<file path="src/gba_pkg.sv">
// shared types and constants for the growing bump arena allocator
package gba_pkg;

   localparam int CMD_W     = 2;
   localparam int SIZE_W    = 32;
   localparam int ALIGN_W   = 32;
   localparam int CFG_W     = 33;
   localparam int CSR_IDX_W = 2;
   localparam int STATUS_W  = 3;
   localparam int BIDX_W    = 4;
   localparam int OFF_W     = 33;
   localparam int TAB_W     = 34;

   // command codes
   localparam logic [CMD_W-1:0] CMD_ALLOC      = 2'd0;
   localparam logic [CMD_W-1:0] CMD_RESET_OFFS = 2'd1;
   localparam logic [CMD_W-1:0] CMD_CLEAR      = 2'd2;

   // status codes
   localparam logic [STATUS_W-1:0] STAT_OK        = 3'd0;
   localparam logic [STATUS_W-1:0] STAT_NULL      = 3'd1;
   localparam logic [STATUS_W-1:0] STAT_BAD_ALIGN = 3'd2;
   localparam logic [STATUS_W-1:0] STAT_EXHAUSTED = 3'd3;
   localparam logic [STATUS_W-1:0] STAT_DONE      = 3'd4;

   // register indexes
   localparam logic [CSR_IDX_W-1:0] CSR_INITIAL_SIZE = 2'd0;
   localparam logic [CSR_IDX_W-1:0] CSR_MAX_SIZE     = 2'd1;

   localparam logic [CFG_W-1:0] MAX_SIZE_RST = 33'd65536;

   typedef enum logic [1:0] {
      RSP_PLAIN,
      RSP_GRANT,
      RSP_APPEND
   } gba_rsp_kind_type;

   // controller to datapath
   typedef struct packed {
      logic                load_req;
      logic                calc_align;
      logic                grant;
      logic                cap_step;
      logic                append;
      logic                do_clear;
      logic                sweep_start;
      logic                sweep_step;
      logic                rst_offs_done;
      logic                respond;
      gba_rsp_kind_type    rsp_kind;
      logic [STATUS_W-1:0] rsp_status;
   } gba_cmd_type;

   // datapath to controller
   typedef struct packed {
      logic size_zero;
      logic align_bad;
      logic cur_valid;
      logic table_full;
      logic fits;
      logic sweep_last;
      logic empty;
   } gba_stat_type;

endpackage

</file>
<file path="src/growing_bump_arena_allocator_unit.sv">
// growing bump arena allocator: one request at a time, strobe on rsp_valid
// allocate: strobe after the check state on null, bad alignment or exhausted with no current
//   block; after fit on a grant or exhausted after a miss in the current block; on an append
//   after cap1 and cap2; reset offsets: one offset table entry zeroed per cycle in the sweep;
//   clear and unused commands answer from idle; the next request is taken in the strobe cycle
// synchronous reset: no blocks, default initial and max sizes; tables are not cleared
module growing_bump_arena_allocator_unit #(
   parameter int              MAX_BLOCKS      = 16,
   parameter longint unsigned DEFAULT_INITIAL = 4096
) (
   input  logic                             clock,
   input  logic                             reset,
   input  logic                             start,
   output logic                             busy,
   input  logic [gba_pkg::CMD_W-1:0]        req_command,
   input  logic [gba_pkg::SIZE_W-1:0]       req_size,
   input  logic [gba_pkg::ALIGN_W-1:0]      req_align,
   output logic                             rsp_valid,
   output logic [gba_pkg::STATUS_W-1:0]     rsp_status,
   output logic [gba_pkg::BIDX_W-1:0]       rsp_block_index,
   output logic [gba_pkg::OFF_W-1:0]        rsp_grant_offset,
   output logic                             rsp_new_block,
   output logic [gba_pkg::OFF_W-1:0]        rsp_new_capacity,
   input  logic                             csr_valid,
   output logic                             csr_ready,
   input  logic [gba_pkg::CSR_IDX_W-1:0]    csr_index,
   input  logic [gba_pkg::CFG_W-1:0]        csr_wdata
);

   gba_pkg::gba_cmd_type  cmd;
   gba_pkg::gba_stat_type stat;

   assign csr_ready = 1'b1;

   gba_ctrl u_ctrl (
      .clock       (clock),
      .reset       (reset),
      .start       (start),
      .req_command (req_command),
      .stat        (stat),
      .cmd         (cmd),
      .busy        (busy),
      .rsp_valid   (rsp_valid)
   );

   gba_dp #(
      .MAX_BLOCKS      (MAX_BLOCKS),
      .DEFAULT_INITIAL (DEFAULT_INITIAL)
   ) u_dp (
      .clock            (clock),
      .reset            (reset),
      .req_size         (req_size),
      .req_align        (req_align),
      .csr_we           (csr_valid & csr_ready),
      .csr_index        (csr_index),
      .csr_wdata        (csr_wdata),
      .cmd              (cmd),
      .stat             (stat),
      .rsp_status       (rsp_status),
      .rsp_block_index  (rsp_block_index),
      .rsp_grant_offset (rsp_grant_offset),
      .rsp_new_block    (rsp_new_block),
      .rsp_new_capacity (rsp_new_capacity)
   );

endmodule

</file>
<file path="src/gba_ram.sv">
// generic single write port ram with registered read
module gba_ram #(
   parameter int WIDTH = 34,
   parameter int DEPTH = 16
) (
   input  logic                                     clock,
   input  logic                                     wr_en,
   input  logic [((DEPTH > 1) ? $clog2(DEPTH) : 1)-1:0] wr_addr,
   input  logic [WIDTH-1:0]                         wr_data,
   input  logic [((DEPTH > 1) ? $clog2(DEPTH) : 1)-1:0] rd_addr,
   output logic [WIDTH-1:0]                         rd_data
);

   logic [WIDTH-1:0] mem_ff [DEPTH];
   logic [WIDTH-1:0] rd_data_ff;

   always_ff @(posedge clock) begin
      if (wr_en) begin
         mem_ff[wr_addr] <= wr_data;
      end
      rd_data_ff <= mem_ff[rd_addr];
   end

   assign rd_data = rd_data_ff;

endmodule

</file>
<file path="src/gba_ctrl.sv">
// controller state machine sequencing allocate, sweep and clear commands
module gba_ctrl (
   input  logic                         clock,
   input  logic                         reset,
   input  logic                         start,
   input  logic [gba_pkg::CMD_W-1:0]    req_command,
   input  gba_pkg::gba_stat_type        stat,
   output gba_pkg::gba_cmd_type         cmd,
   output logic                         busy,
   output logic                         rsp_valid
);

   typedef enum logic [2:0] {
      ST_IDLE,
      ST_CHECK,
      ST_FIT,
      ST_CAP1,
      ST_CAP2,
      ST_SWEEP
   } state_type;

   state_type state_ff, state_in;
   logic      rsp_valid_ff, rsp_valid_in;

   always_comb begin
      state_in     = state_ff;
      rsp_valid_in = 1'b0;
      cmd          = '0;
      cmd.rsp_kind = gba_pkg::RSP_PLAIN;
      case (state_ff)
         ST_IDLE: begin
            if (start) begin
               cmd.load_req = 1'b1;
               case (req_command)
                  gba_pkg::CMD_ALLOC: begin
                     state_in = ST_CHECK;
                  end
                  gba_pkg::CMD_RESET_OFFS: begin
                     if (stat.empty) begin
                        cmd.rst_offs_done = 1'b1;
                        cmd.respond       = 1'b1;
                        cmd.rsp_status    = gba_pkg::STAT_DONE;
                     end else begin
                        cmd.sweep_start = 1'b1;
                        state_in        = ST_SWEEP;
                     end
                  end
                  gba_pkg::CMD_CLEAR: begin
                     cmd.do_clear   = 1'b1;
                     cmd.respond    = 1'b1;
                     cmd.rsp_status = gba_pkg::STAT_DONE;
                  end
                  default: begin
                     cmd.respond    = 1'b1;
                     cmd.rsp_status = gba_pkg::STAT_DONE;
                  end
               endcase
            end
         end
         ST_CHECK: begin
            cmd.calc_align = 1'b1;
            if (stat.size_zero) begin
               cmd.respond    = 1'b1;
               cmd.rsp_status = gba_pkg::STAT_NULL;
            end else if (stat.align_bad) begin
               cmd.respond    = 1'b1;
               cmd.rsp_status = gba_pkg::STAT_BAD_ALIGN;
            end else if (stat.cur_valid) begin
               state_in = ST_FIT;
            end else if (stat.table_full) begin
               cmd.respond    = 1'b1;
               cmd.rsp_status = gba_pkg::STAT_EXHAUSTED;
            end else begin
               state_in = ST_CAP1;
            end
         end
         ST_FIT: begin
            if (stat.fits) begin
               cmd.grant      = 1'b1;
               cmd.respond    = 1'b1;
               cmd.rsp_kind   = gba_pkg::RSP_GRANT;
               cmd.rsp_status = gba_pkg::STAT_OK;
            end else if (stat.table_full) begin
               cmd.respond    = 1'b1;
               cmd.rsp_status = gba_pkg::STAT_EXHAUSTED;
            end else begin
               state_in = ST_CAP1;
            end
         end
         ST_CAP1: begin
            cmd.cap_step = 1'b1;
            state_in     = ST_CAP2;
         end
         ST_CAP2: begin
            cmd.append     = 1'b1;
            cmd.respond    = 1'b1;
            cmd.rsp_kind   = gba_pkg::RSP_APPEND;
            cmd.rsp_status = gba_pkg::STAT_OK;
         end
         ST_SWEEP: begin
            cmd.sweep_step = 1'b1;
            if (stat.sweep_last) begin
               cmd.rst_offs_done = 1'b1;
               cmd.respond       = 1'b1;
               cmd.rsp_status    = gba_pkg::STAT_DONE;
            end
         end
         default: begin
            state_in = ST_IDLE;
         end
      endcase
      if (cmd.respond) begin
         rsp_valid_in = 1'b1;
         state_in     = ST_IDLE;
      end
   end

   always_ff @(posedge clock) begin
      if (reset) begin
         state_ff     <= ST_IDLE;
         rsp_valid_ff <= 1'b0;
      end else begin
         state_ff     <= state_in;
         rsp_valid_ff <= rsp_valid_in;
      end
   end

   assign busy      = (state_ff != ST_IDLE);
   assign rsp_valid = rsp_valid_ff;

endmodule

</file>
<file path="src/gba_dp.sv">
// datapath: config registers, block tables, bump arithmetic and result registers
module gba_dp #(
   parameter int              MAX_BLOCKS      = 16,
   parameter longint unsigned DEFAULT_INITIAL = 4096
) (
   input  logic                            clock,
   input  logic                            reset,
   input  logic [gba_pkg::SIZE_W-1:0]      req_size,
   input  logic [gba_pkg::ALIGN_W-1:0]     req_align,
   input  logic                            csr_we,
   input  logic [gba_pkg::CSR_IDX_W-1:0]   csr_index,
   input  logic [gba_pkg::CFG_W-1:0]       csr_wdata,
   input  gba_pkg::gba_cmd_type            cmd,
   output gba_pkg::gba_stat_type           stat,
   output logic [gba_pkg::STATUS_W-1:0]    rsp_status,
   output logic [gba_pkg::BIDX_W-1:0]      rsp_block_index,
   output logic [gba_pkg::OFF_W-1:0]       rsp_grant_offset,
   output logic                            rsp_new_block,
   output logic [gba_pkg::OFF_W-1:0]       rsp_new_capacity
);

   localparam int IDX_W = (MAX_BLOCKS > 1) ? $clog2(MAX_BLOCKS) : 1;
   localparam int BU_W  = $clog2(MAX_BLOCKS + 1);
   localparam int CW    = gba_pkg::CFG_W;
   localparam int TW    = gba_pkg::TAB_W;
   localparam int SW    = gba_pkg::SIZE_W;
   localparam int AW    = gba_pkg::ALIGN_W;

   function automatic logic [CW-1:0] eff_init(input logic [CW-1:0] v);
      eff_init = (v == '0) ? CW'(DEFAULT_INITIAL) : v;
   endfunction

   // control state
   logic [CW-1:0]    init_ff, init_in;
   logic [CW-1:0]    max_ff, max_in;
   logic [TW-1:0]    grow_ff, grow_in;
   logic [BU_W-1:0]  used_ff, used_in;
   logic [IDX_W-1:0] cur_ff, cur_in;
   logic             cur_valid_ff, cur_valid_in;
   logic [IDX_W-1:0] cnt_ff, cnt_in;

   // payload
   logic [SW-1:0]                 size_ff;
   logic [AW-1:0]                 align_ff;
   logic [TW:0]                   aligned_ff;
   logic [CW-1:0]                 mincap_ff;
   logic [TW-1:0]                 t1_ff;
   logic [gba_pkg::STATUS_W-1:0]  status_ff;
   logic [IDX_W-1:0]              idx_ff;
   logic [gba_pkg::OFF_W-1:0]     off_ff;
   logic                          nb_ff;
   logic [gba_pkg::OFF_W-1:0]     ncap_ff;

   logic [CW-1:0]    einit, emax;
   logic [AW-1:0]    align_eff, am1;
   logic [TW+1:0]    end_sum;
   logic [TW-1:0]    cap_rd, off_rd;
   logic [TW-1:0]    t_a, cap_lim, cap_new;
   logic [TW:0]      grow_dbl;
   logic [IDX_W-1:0] used_idx;
   logic [IDX_W+3:0] idx_ext;

   logic             off_we, cap_we;
   logic [IDX_W-1:0] off_waddr;
   logic [TW-1:0]    off_wdata;

   assign einit    = eff_init(init_ff);
   assign emax     = (max_ff < einit) ? einit : max_ff;
   assign used_idx = used_ff[IDX_W-1:0];

   assign align_eff = (align_ff == '0) ? AW'(1) : align_ff;
   assign am1       = align_eff - AW'(1);
   assign end_sum   = (TW+2)'(aligned_ff) + (TW+2)'(size_ff);

   // capacity: clamp grow size between initial and max, never below size+align-1
   assign t_a      = (grow_ff > TW'(mincap_ff)) ? grow_ff : TW'(mincap_ff);
   assign cap_lim  = (t1_ff < TW'(emax)) ? t1_ff : TW'(emax);
   assign cap_new  = (cap_lim < TW'(mincap_ff)) ? TW'(mincap_ff) : cap_lim;
   assign grow_dbl = {grow_ff, 1'b0};

   assign stat.size_zero  = (size_ff == '0);
   assign stat.align_bad  = ((align_eff & am1) != '0);
   assign stat.cur_valid  = cur_valid_ff;
   assign stat.table_full = (used_ff >= BU_W'(MAX_BLOCKS));
   assign stat.fits       = (end_sum <= (TW+2)'(cap_rd));
   assign stat.sweep_last = ((BU_W'(cnt_ff) + BU_W'(1)) == used_ff);
   assign stat.empty      = (used_ff == '0);

   always_comb begin
      off_we    = cmd.sweep_step | cmd.grant | cmd.append;
      cap_we    = cmd.append;
      off_waddr = used_idx;
      off_wdata = TW'(size_ff);
      if (cmd.sweep_step) begin
         off_waddr = cnt_ff;
         off_wdata = '0;
      end else if (cmd.grant) begin
         off_waddr = cur_ff;
         off_wdata = end_sum[TW-1:0];
      end
   end

   gba_ram #(
      .WIDTH (TW),
      .DEPTH (MAX_BLOCKS)
   ) u_cap_ram (
      .clock   (clock),
      .wr_en   (cap_we),
      .wr_addr (used_idx),
      .wr_data (cap_new),
      .rd_addr (cur_ff),
      .rd_data (cap_rd)
   );

   gba_ram #(
      .WIDTH (TW),
      .DEPTH (MAX_BLOCKS)
   ) u_off_ram (
      .clock   (clock),
      .wr_en   (off_we),
      .wr_addr (off_waddr),
      .wr_data (off_wdata),
      .rd_addr (cur_ff),
      .rd_data (off_rd)
   );

   always_comb begin
      init_in      = init_ff;
      max_in       = max_ff;
      grow_in      = grow_ff;
      used_in      = used_ff;
      cur_in       = cur_ff;
      cur_valid_in = cur_valid_ff;
      cnt_in       = cnt_ff;
      if (csr_we) begin
         case (csr_index)
            gba_pkg::CSR_INITIAL_SIZE: begin
               init_in = csr_wdata;
               grow_in = TW'(eff_init(csr_wdata));
            end
            gba_pkg::CSR_MAX_SIZE: begin
               max_in  = csr_wdata;
               grow_in = TW'(einit);
            end
            default: begin
            end
         endcase
      end
      if (cmd.do_clear) begin
         used_in      = '0;
         cur_in       = '0;
         cur_valid_in = 1'b0;
         grow_in      = TW'(einit);
      end
      if (cmd.sweep_start) begin
         cnt_in = '0;
      end
      if (cmd.sweep_step) begin
         cnt_in = cnt_ff + IDX_W'(1);
      end
      if (cmd.rst_offs_done) begin
         cur_in       = '0;
         cur_valid_in = (used_ff != '0);
      end
      if (cmd.append) begin
         used_in      = used_ff + BU_W'(1);
         cur_in       = used_idx;
         cur_valid_in = 1'b1;
         if (grow_ff < TW'(emax)) begin
            grow_in = (grow_dbl < (TW+1)'(emax)) ? grow_dbl[TW-1:0] : TW'(emax);
         end
      end
   end

   always_ff @(posedge clock) begin
      if (reset) begin
         init_ff      <= '0;
         max_ff       <= gba_pkg::MAX_SIZE_RST;
         grow_ff      <= TW'(DEFAULT_INITIAL);
         used_ff      <= '0;
         cur_ff       <= '0;
         cur_valid_ff <= 1'b0;
         cnt_ff       <= '0;
      end else begin
         init_ff      <= init_in;
         max_ff       <= max_in;
         grow_ff      <= grow_in;
         used_ff      <= used_in;
         cur_ff       <= cur_in;
         cur_valid_ff <= cur_valid_in;
         cnt_ff       <= cnt_in;
      end
   end

   always_ff @(posedge clock) begin
      if (cmd.load_req) begin
         size_ff  <= req_size;
         align_ff <= req_align;
      end
      if (cmd.calc_align) begin
         aligned_ff <= ((TW+1)'(off_rd) + (TW+1)'(am1)) & ~((TW+1)'(am1));
         mincap_ff  <= CW'(size_ff) + CW'(am1);
      end
      if (cmd.cap_step) begin
         t1_ff <= (t_a > TW'(einit)) ? t_a : TW'(einit);
      end
      if (cmd.respond) begin
         status_ff <= cmd.rsp_status;
         case (cmd.rsp_kind)
            gba_pkg::RSP_GRANT: begin
               idx_ff  <= cur_ff;
               off_ff  <= aligned_ff[gba_pkg::OFF_W-1:0];
               nb_ff   <= 1'b0;
               ncap_ff <= '0;
            end
            gba_pkg::RSP_APPEND: begin
               idx_ff  <= used_idx;
               off_ff  <= '0;
               nb_ff   <= 1'b1;
               ncap_ff <= cap_new[gba_pkg::OFF_W-1:0];
            end
            default: begin
               idx_ff  <= '0;
               off_ff  <= '0;
               nb_ff   <= 1'b0;
               ncap_ff <= '0;
            end
         endcase
      end
   end

   assign idx_ext          = {4'b0, idx_ff};
   assign rsp_status       = status_ff;
   assign rsp_block_index  = idx_ext[gba_pkg::BIDX_W-1:0];
   assign rsp_grant_offset = off_ff;
   assign rsp_new_block    = nb_ff;
   assign rsp_new_capacity = ncap_ff;

endmodule

</file>
<file path="config.mk">
export PLATFORM = sky130hd
export DESIGN_NAME = growing_bump_arena_allocator_unit
export DESIGN_NICKNAME = d
export VERILOG_FILES = /design/src/gba_pkg.sv /design/src/growing_bump_arena_allocator_unit.sv /design/src/gba_ram.sv /design/src/gba_ctrl.sv /design/src/gba_dp.sv
export SDC_FILE = /design/constraint.sdc
export NUM_CORES = 2
export LEC_CHECK = 0
export ABC_AREA = 1
export BUFFER_PORTS_ARGS = -buffer_cell sky130_fd_sc_hd__buf_4
export CORE_MARGIN = 2
export CORE_UTILIZATION = 43
export DETAILED_ROUTE_END_ITERATION = 10
export PLACE_DENSITY = 0.68
export SLEW_MARGIN = 5
export SYNTH_ARGS = -nofsm -noshare
export SYNTH_HDL_FRONTEND = slang
export SYNTH_HIERARCHICAL = 1
export SYNTH_SLANG_ARGS = --single-unit
</file>
<file path="constraint.sdc">
create_clock -name clock -period 6.4 [get_ports clock]
set_clock_uncertainty 0.05 [all_clocks]
set_input_delay 0.96 -clock clock [delete_from_list [all_inputs] [get_ports clock]]
set_output_delay 0.96 -clock clock [all_outputs]
set_load 0.02 [all_outputs]
</file>
==> Word-level counts from Yosys, hierarchy flattened <==
Memory sizes are Yosys's and may differ from the RTL's. A register that Yosys moved wholly into a read port is not among the register bits.
Index checks and enable logic that the tools add are counted.
{ "classes": {"addsub": 7, "magnitude_cmp": 9, "eq_ne": 17, "n_mux": 81, "bitwise": 6, "n_reduce_logical": 19} }
{ "ops": {"columns": ["cell", "count"], "rows": [
  ["$mux W34", 10],
  ["$mux W33", 4],
  ["$lt A34 B33 Y1", 3],
  ["$gt A34 B33 Y1", 2],
  ["$pmux W34 S2", 1],
  ["$logic_not A33 Y1", 2],
  ["$logic_not A32 Y1", 2],
  ["$mux W3", 13],
  ["$add A35 B32 Y36", 1],
  ["$le A36 B34 Y1", 1],
  ["$add A34 B32 Y35", 1],
  ["$and A35 B35 Y35", 1],
  ["$lt A35 B33 Y1", 1],
  ["$not A32 Y35", 1],
  ["$add A32 B32 Y33", 1],
  ["$lt A33 B33 Y1", 1],
  ["$and A32 B32 Y32", 1],
  ["$mux W32", 1],
  ["$reduce_bool A32 Y1", 1],
  ["$sub A32 B1 Y32 const B", 1],
  ["$mux W4", 7],
  ["$mux W1", 27],
  ["$pmux W3 S5", 1],
  ["$mux W2", 7],
  ["30 further kinds", 48]
]} }
{ "word_totals": {"regBits": 358, "ramBits": 1088, "inputBits": 105, "elab_cells": 161, "n_memories": 2} }
{ "mem_list": {"columns": ["memory", "words", "word_bits", "rd", "rd_clocked_by_memory_dff", "write_ports", "line", "rtl"], "rows": [
  ["u_dp.u_cap_ram.mem_ff", 16, 34, 1, 1, 1, "gba_ram.sv:14", "logic [WIDTH-1:0] mem_ff [DEPTH];"],
  ["u_dp.u_off_ram.mem_ff", 16, 34, 1, 1, 1, "gba_ram.sv:14", null]
]} }

==> Logic depth before layout (Yosys ltp) <==
{ "depth": {"ltp_word": 9, "ltp_mapped": 48, "depth_no_buf": 43} }

==> By module <==
Netlist, hierarchy kept.
{ "by_module_without_submodules": {"columns": ["mod", "n_inst", "cells_per_inst", "area_per_inst_um2", "seq_area_each_um2"], "rows": [
  ["gba_dp", 1, 3651, 27990.6, 9489.1],
  ["gba_ram (u_dp.u_cap_ram)", 1, 2250, 23941.7, 17016.3],
  ["gba_ram (u_dp.u_off_ram)", 1, 2250, 23940.5, 17016.3],
  ["gba_ctrl", 1, 80, 467.9, 80.1],
  ["growing_bump_arena_allocator_unit", 1, 2, 11.3, 0.0]
]} }

==> Least setup slack after synthesis <==
Ideal clock, no wire load.
{ "synth_timing": {"kind": "register to register", "startpoint": "reg u_dp.size_ff[0]", "endpoint": "mem u_dp.u_off_ram.mem_ff[4][0] (enable)", "setup_time_ps": 425, "t_arrival_ps": 6307, "t_required_ps": 5925, "path_slack_ps": -383, "path_stages_with_launch": 34, "synth_period_minus_slack_ps": 6783, "path_cell_list": "edfxtp_1 > ha_1 > fa_1 > nand3_1 > nand3_1 > nand2_1 > nand2_1 > nand2_1 > nand2_1 > a21boi_1 > o21ai_2 > a21boi_1 > o21ai_1 > a21boi_0 > xnor2_1 > ha_1 > nand4_1 > a31oi_1 > a2111oi_0 > nand2_1 > a21oi_1 > o211ai_1 > nand2_1 > nand3_2 > inv_1 > buf_4 > inv_1 > nor2_1 > clkbuf_1 > buf_1 > nand2_1 > nand2_1 > nand3b_1 > nor2_1"} }
{ "synth_lines": {"columns": ["item", "line", "rtl"], "rows": [
  ["from (decl)", "gba_dp.sv:43", "logic [SW-1:0] size_ff;"],
  ["from (signal assigned)", "gba_dp.sv:197", "size_ff <= req_size;"],
  ["to (decl)", "gba_ram.sv:14", null]
]} }

==> Worst setup path after layout <==
{ "layout_timing": {"startpoint": "reg u_dp.init_ff[24]", "endpoint": "mem u_dp.u_cap_ram.mem_ff[10][32] (data pin)"} }
{ "layout_via": {"elab_chain_len": 8} }
{ "layout_rtl": {"columns": ["item", "line", "rtl"], "rows": [
  ["from (decl)", "gba_dp.sv:34", "logic [CW-1:0] init_ff, init_in;"],
  ["from (signal assigned)", "gba_dp.sv:185", "init_ff <= init_in;"],
  ["$logic_not A33 Y1", "gba_dp.sv:30", "eff_init = (v == '0) ? CW'(DEFAULT_INITIAL) : v;"],
  ["$mux W33 *", "gba_dp.sv:30", null],
  ["$lt A33 B33 Y1", "gba_dp.sv:68", "assign emax = (max_ff < einit) ? einit : max_ff;"],
  ["$mux W33 *", "gba_dp.sv:68", null],
  ["$lt A34 B33 Y1", "gba_dp.sv:77", "assign cap_lim = (t1_ff < TW'(emax)) ? t1_ff : TW'(emax);"],
  ["$mux W34 *", "gba_dp.sv:77", null],
  ["$lt A34 B33 Y1", "gba_dp.sv:78", "assign cap_new = (cap_lim < TW'(mincap_ff)) ? TW'(mincap_ff) : cap_lim;"],
  ["$mux W34 *", "gba_dp.sv:78", null],
  ["net u_dp.cap_new[32]", "gba_dp.sv:58", "logic [TW-1:0] t_a, cap_lim, cap_new;"],
  ["to (decl)", "gba_ram.sv:14", null]
]} }
Mark *: on every way through the listed nets, which the timed path passes. The rest lies on a longest branch.

==> summary.md <==
| Metric | Value |
|---|---|
| Status | complete, but fails checks |
| Failing checks | setup timing |
| Final global-route overflow total | 0 |
| Post-route ant nets | 0 |
| Power Density | 281 nW/µm² |
| Min cycle time layout | 6.76 ns |
| Post-synth EDFFs | 1328 |
| Mapped Area | 76400 µm² |
| Core Area | 176000 µm² |
| DR vias/cell | 5.40 |
| DP Wirelength | 168000 µm |
| Seq cells post-synth | 1514 |
| Setup crit end kind | register |
| Met2 Use GR | 0.445 |
| Avg Inst Size Synth | 9.27 µm² |
| Global-route wire length before repair | 360000 µm |
| Startpoint Class | register |
| Ys flop type | edfxtp_1 |
| CP delay by family, top | simple AND/OR/NAND/NOR gates |
| Die width | 425 µm |
| Unrepaired setup endpoints after global routing | true |
| Critical path class | register to register |
| PortBufs | 180 |
| Library cells used by synthesis | 68 |
| Final instance count without filler cells | 11200 |
| M1 GR Usage | 0.328 |
| WL per Instance | 22.2 µm |
| Fin crit share | 1.06 |
| Sw Share | 0.276 |
| H-tree lvl count | 4 |
| Post-synth ARST share | 0 |
| Reg area | 43600 µm² |
| Most common cell after layout, fill and taps aside | nand2_1 |
| Worst vdd ir | 0.292 mV |
| Initial core utilization | 0.433 |
| Net Switching | 6.99 mW |
| Multi-input gate area | 26800 µm² |
| Slew Viols, Final | 0 |
| Area added between synthesis and finish | 18.0% |
| All-Layer GR Usage | 0.266 |
| Worst setup slack after layout | -0.356 ns |
| Initial DRC count | 6988 |
| HP Class | primary input to register |
| CTS clk-pin slew, worst paths | 0.06 ns |
| Fmax | 148 MHz |
| P_leak | 39.2 nW |
| Fillers | 15500 |
| Worst Path Max Fanout | 16 |
| Vias in the first global route | 57500 |
| # nets final | 9196 |
| Data required time of the worst path | 6.90 ns |
| Placed insts | 10800 |
| Bufs and invs on worst path | 13 |
| Final TNS setup | -284.65 ns |
| Layout cells sized above 1 | 0.135 |
| Internal | 18.4 mW |
| Worst Tran Pin Value | 1.14 ns |
| Design Power | 25.3 mW |
| Vias | 60300 |
| Combinational power share | 0.179 |
| Clk sinks | 1514 |
| Largest net degree at the start of global routing | 205 |
| Number of cell rows | 154 |
| Yosys warns | 6 |
| Share of total power in the clock network | 0.366 |
| Max Cap Violations | 0 |
| Most used routing layer | met2 |
| Post-synthesis sequential area ratio | 0.571 |
| I/O Pins | 182 |
| CTS tree | built |
| Total wire length | 248000 µm |
| GP Congestion | 1.00 |
| CTS buffer count | 159 |
| Rel. slew slack | 0.237 |
| Root Driver | clkbuf_16 |
| DRC | 0 |
| Fin. Hold Viols | 0 |
| Die area | 181000 µm² |
| Max Root-Sink Buffers | 3 |
| Final setup fails | 1105 |
| Die height | 425 µm |
| Critical Path Max Stage Delay | 0.32 ns |
| Mapped Cells | 8233 |
| Initial antenna violation count | 6 |
| Commonest non-fill, non-tap cells in the layout | nand2_1, edfxtp_1, inv_1 |
| Met3 Use GR | 0.0399 |
| CP max-delay cell | dfxtp_2 |
| Worst skew pair latency | 0.82 ns |
| Worst EP arrival | 7.25 ns |
| Sequential share of power | 0.455 |
| Detailed Routing Iterations Pass 1 | 8 |
[flip-flops by register name, summed over array words and instances (netlist names), 34 cells and up]
register,flops
u_dp/u_cap_ram/rd_data,34
u_dp/u_cap_ram/mem_ff,544
u_dp/u_off_ram/rd_data,34
u_dp/aligned_ff,35
u_dp/grow_ff,34
u_dp/u_off_ram/mem_ff,544
u_dp/t1_ff,34
[worst register-to-register path: cells and delay by family, from the launching register on]
kind	cells	cell delay, ns
and+or+nand+nor	16	1.86
buffers and inverters	13	1.60
adders and majority gates	3	0.83
AOI/OAI and AO/OA	11	1.79
DFF	1	0.32
[stage by stage]
step           hold slack, ns  worst slack [ns]  instance area, µm²   util
6_report                0.271            -0.356               90100  0.511
3_5_place_dp            0.403            -0.442               83800  0.475
5_1_grt                 0.245            -0.656               90100  0.511
2_1_floorplan           0.391            -0.383               76400      -
3_3_place_gp            0.400            -0.325               83800  0.475
4_1_cts                 0.220            -0.242               89100  0.505
[area by class of cell]
type,instances,share of cell area
Clock inverter,69,0.00804
Sequential cell,1514,0.484
Antenna cell,3,0.0000833
Timing Repair inverter,1,0.0000694
Tap cell,2340,0.0325
Timing Repair Buffer,645,0.0693
Multi-Input combinational cell,4991,0.298
Inverter,1384,0.0583
Clock buffer,222,0.0498
[synth_stat cells (7+ instances only)]
master / number / area share
nor2_2: 9 / 0.00074
edfxtp_1: 1328 / 0.52
a31oi_1: 14 / 0.0011
a21o_1: 10 / 0.00098
o21ai_1: 67 / 0.0044
o22ai_1: 7 / 0.00057
xor2_1: 55 / 0.0063
dfxtp_1: 186 / 0.049
nand2_1: 2234 / 0.11
clkbuf_1: 134 / 0.0066
buf_1: 36 / 0.0018
o21ai_0: 292 / 0.019
a21oi_2: 33 / 0.0038
o2111ai_1: 10 / 0.0011
o221ai_1: 8 / 0.00092
o21a_1: 10 / 0.00098
buf_2: 149 / 0.0098
ha_1: 392 / 0.064
nor3_1: 34 / 0.0022
a211oi_1: 26 / 0.0026
nor2_1: 289 / 0.014
a21oi_1: 339 / 0.022
buf_4: 29 / 0.0029
o211ai_1: 16 / 0.0016
nand3b_1: 11 / 0.0011
xnor2_1: 23 / 0.0026
buf_6: 11 / 0.0016
nand4_1: 58 / 0.0048
nand3_1: 920 / 0.060
inv_2: 61 / 0.0030
inv_1: 1320 / 0.065
nor4_1: 38 / 0.0031
[cells by family after synthesis]
kind of cell    Yosys count  synth area share
simple gates           3622             0.199
buf+inv                1743            0.0907
flops                  1514             0.571
compound gates          879            0.0648
fa+ha+maj               395            0.0650
xor+xnor                 78           0.00895
other cells               2         0.0000984
[metal layers]
| layer | vias up | part of all wire |
|---|---|---|
| li1 | 28100 | - |
| met1 | 28800 | 0.38 |
| met2 | 2754 | 0.48 |
| met3 | 657 | 0.078 |
| met4 | 8 | 0.062 |
| met5 | - | 0.00022 |
[power groups by stage]
| stage | sequential (mW) | combinational (mW) | clock (mW) |
|---|---|---|---|
| global route | 11.5 | 4.90 | 9.80 |
| floorplan | 11.7 | 2.19 | 0 |
| global placement | 11.7 | 4.12 | 0 |
| detailed placement | 11.7 | 4.20 | 0 |
| finish | 11.5 | 4.53 | 9.28 |
| CTS | 11.5 | 4.23 | 9.42 |
[what timing repair did]
action                     4_1_cts  5_1_grt
gates cloned                     0       11
setup buffers                    1       16
setup endpoints to repair     1083     1105
pin swaps                        4       38
gates resized for setup         19      199
hold buffers                     0        0
[path summary, 6_finish.rpt]
path / startpoint / to / slack, ns / cells past startpoint
worst max-delay path: u_dp/init_ff[24] / u_dp/u_cap_ram/mem_ff[10][32] / -0.36 / 43
worst min-delay path: req_size[14] / u_dp/size_ff[14] / 0.27 / 1
worst max register to register: u_dp/init_ff[24] / u_dp/u_cap_ram/mem_ff[10][32] / -0.36 / 43
worst min register to register: u_dp/init_ff[3] / u_dp/init_ff[3] / 0.41 / 2
Power figures use the tool's default switching activity.
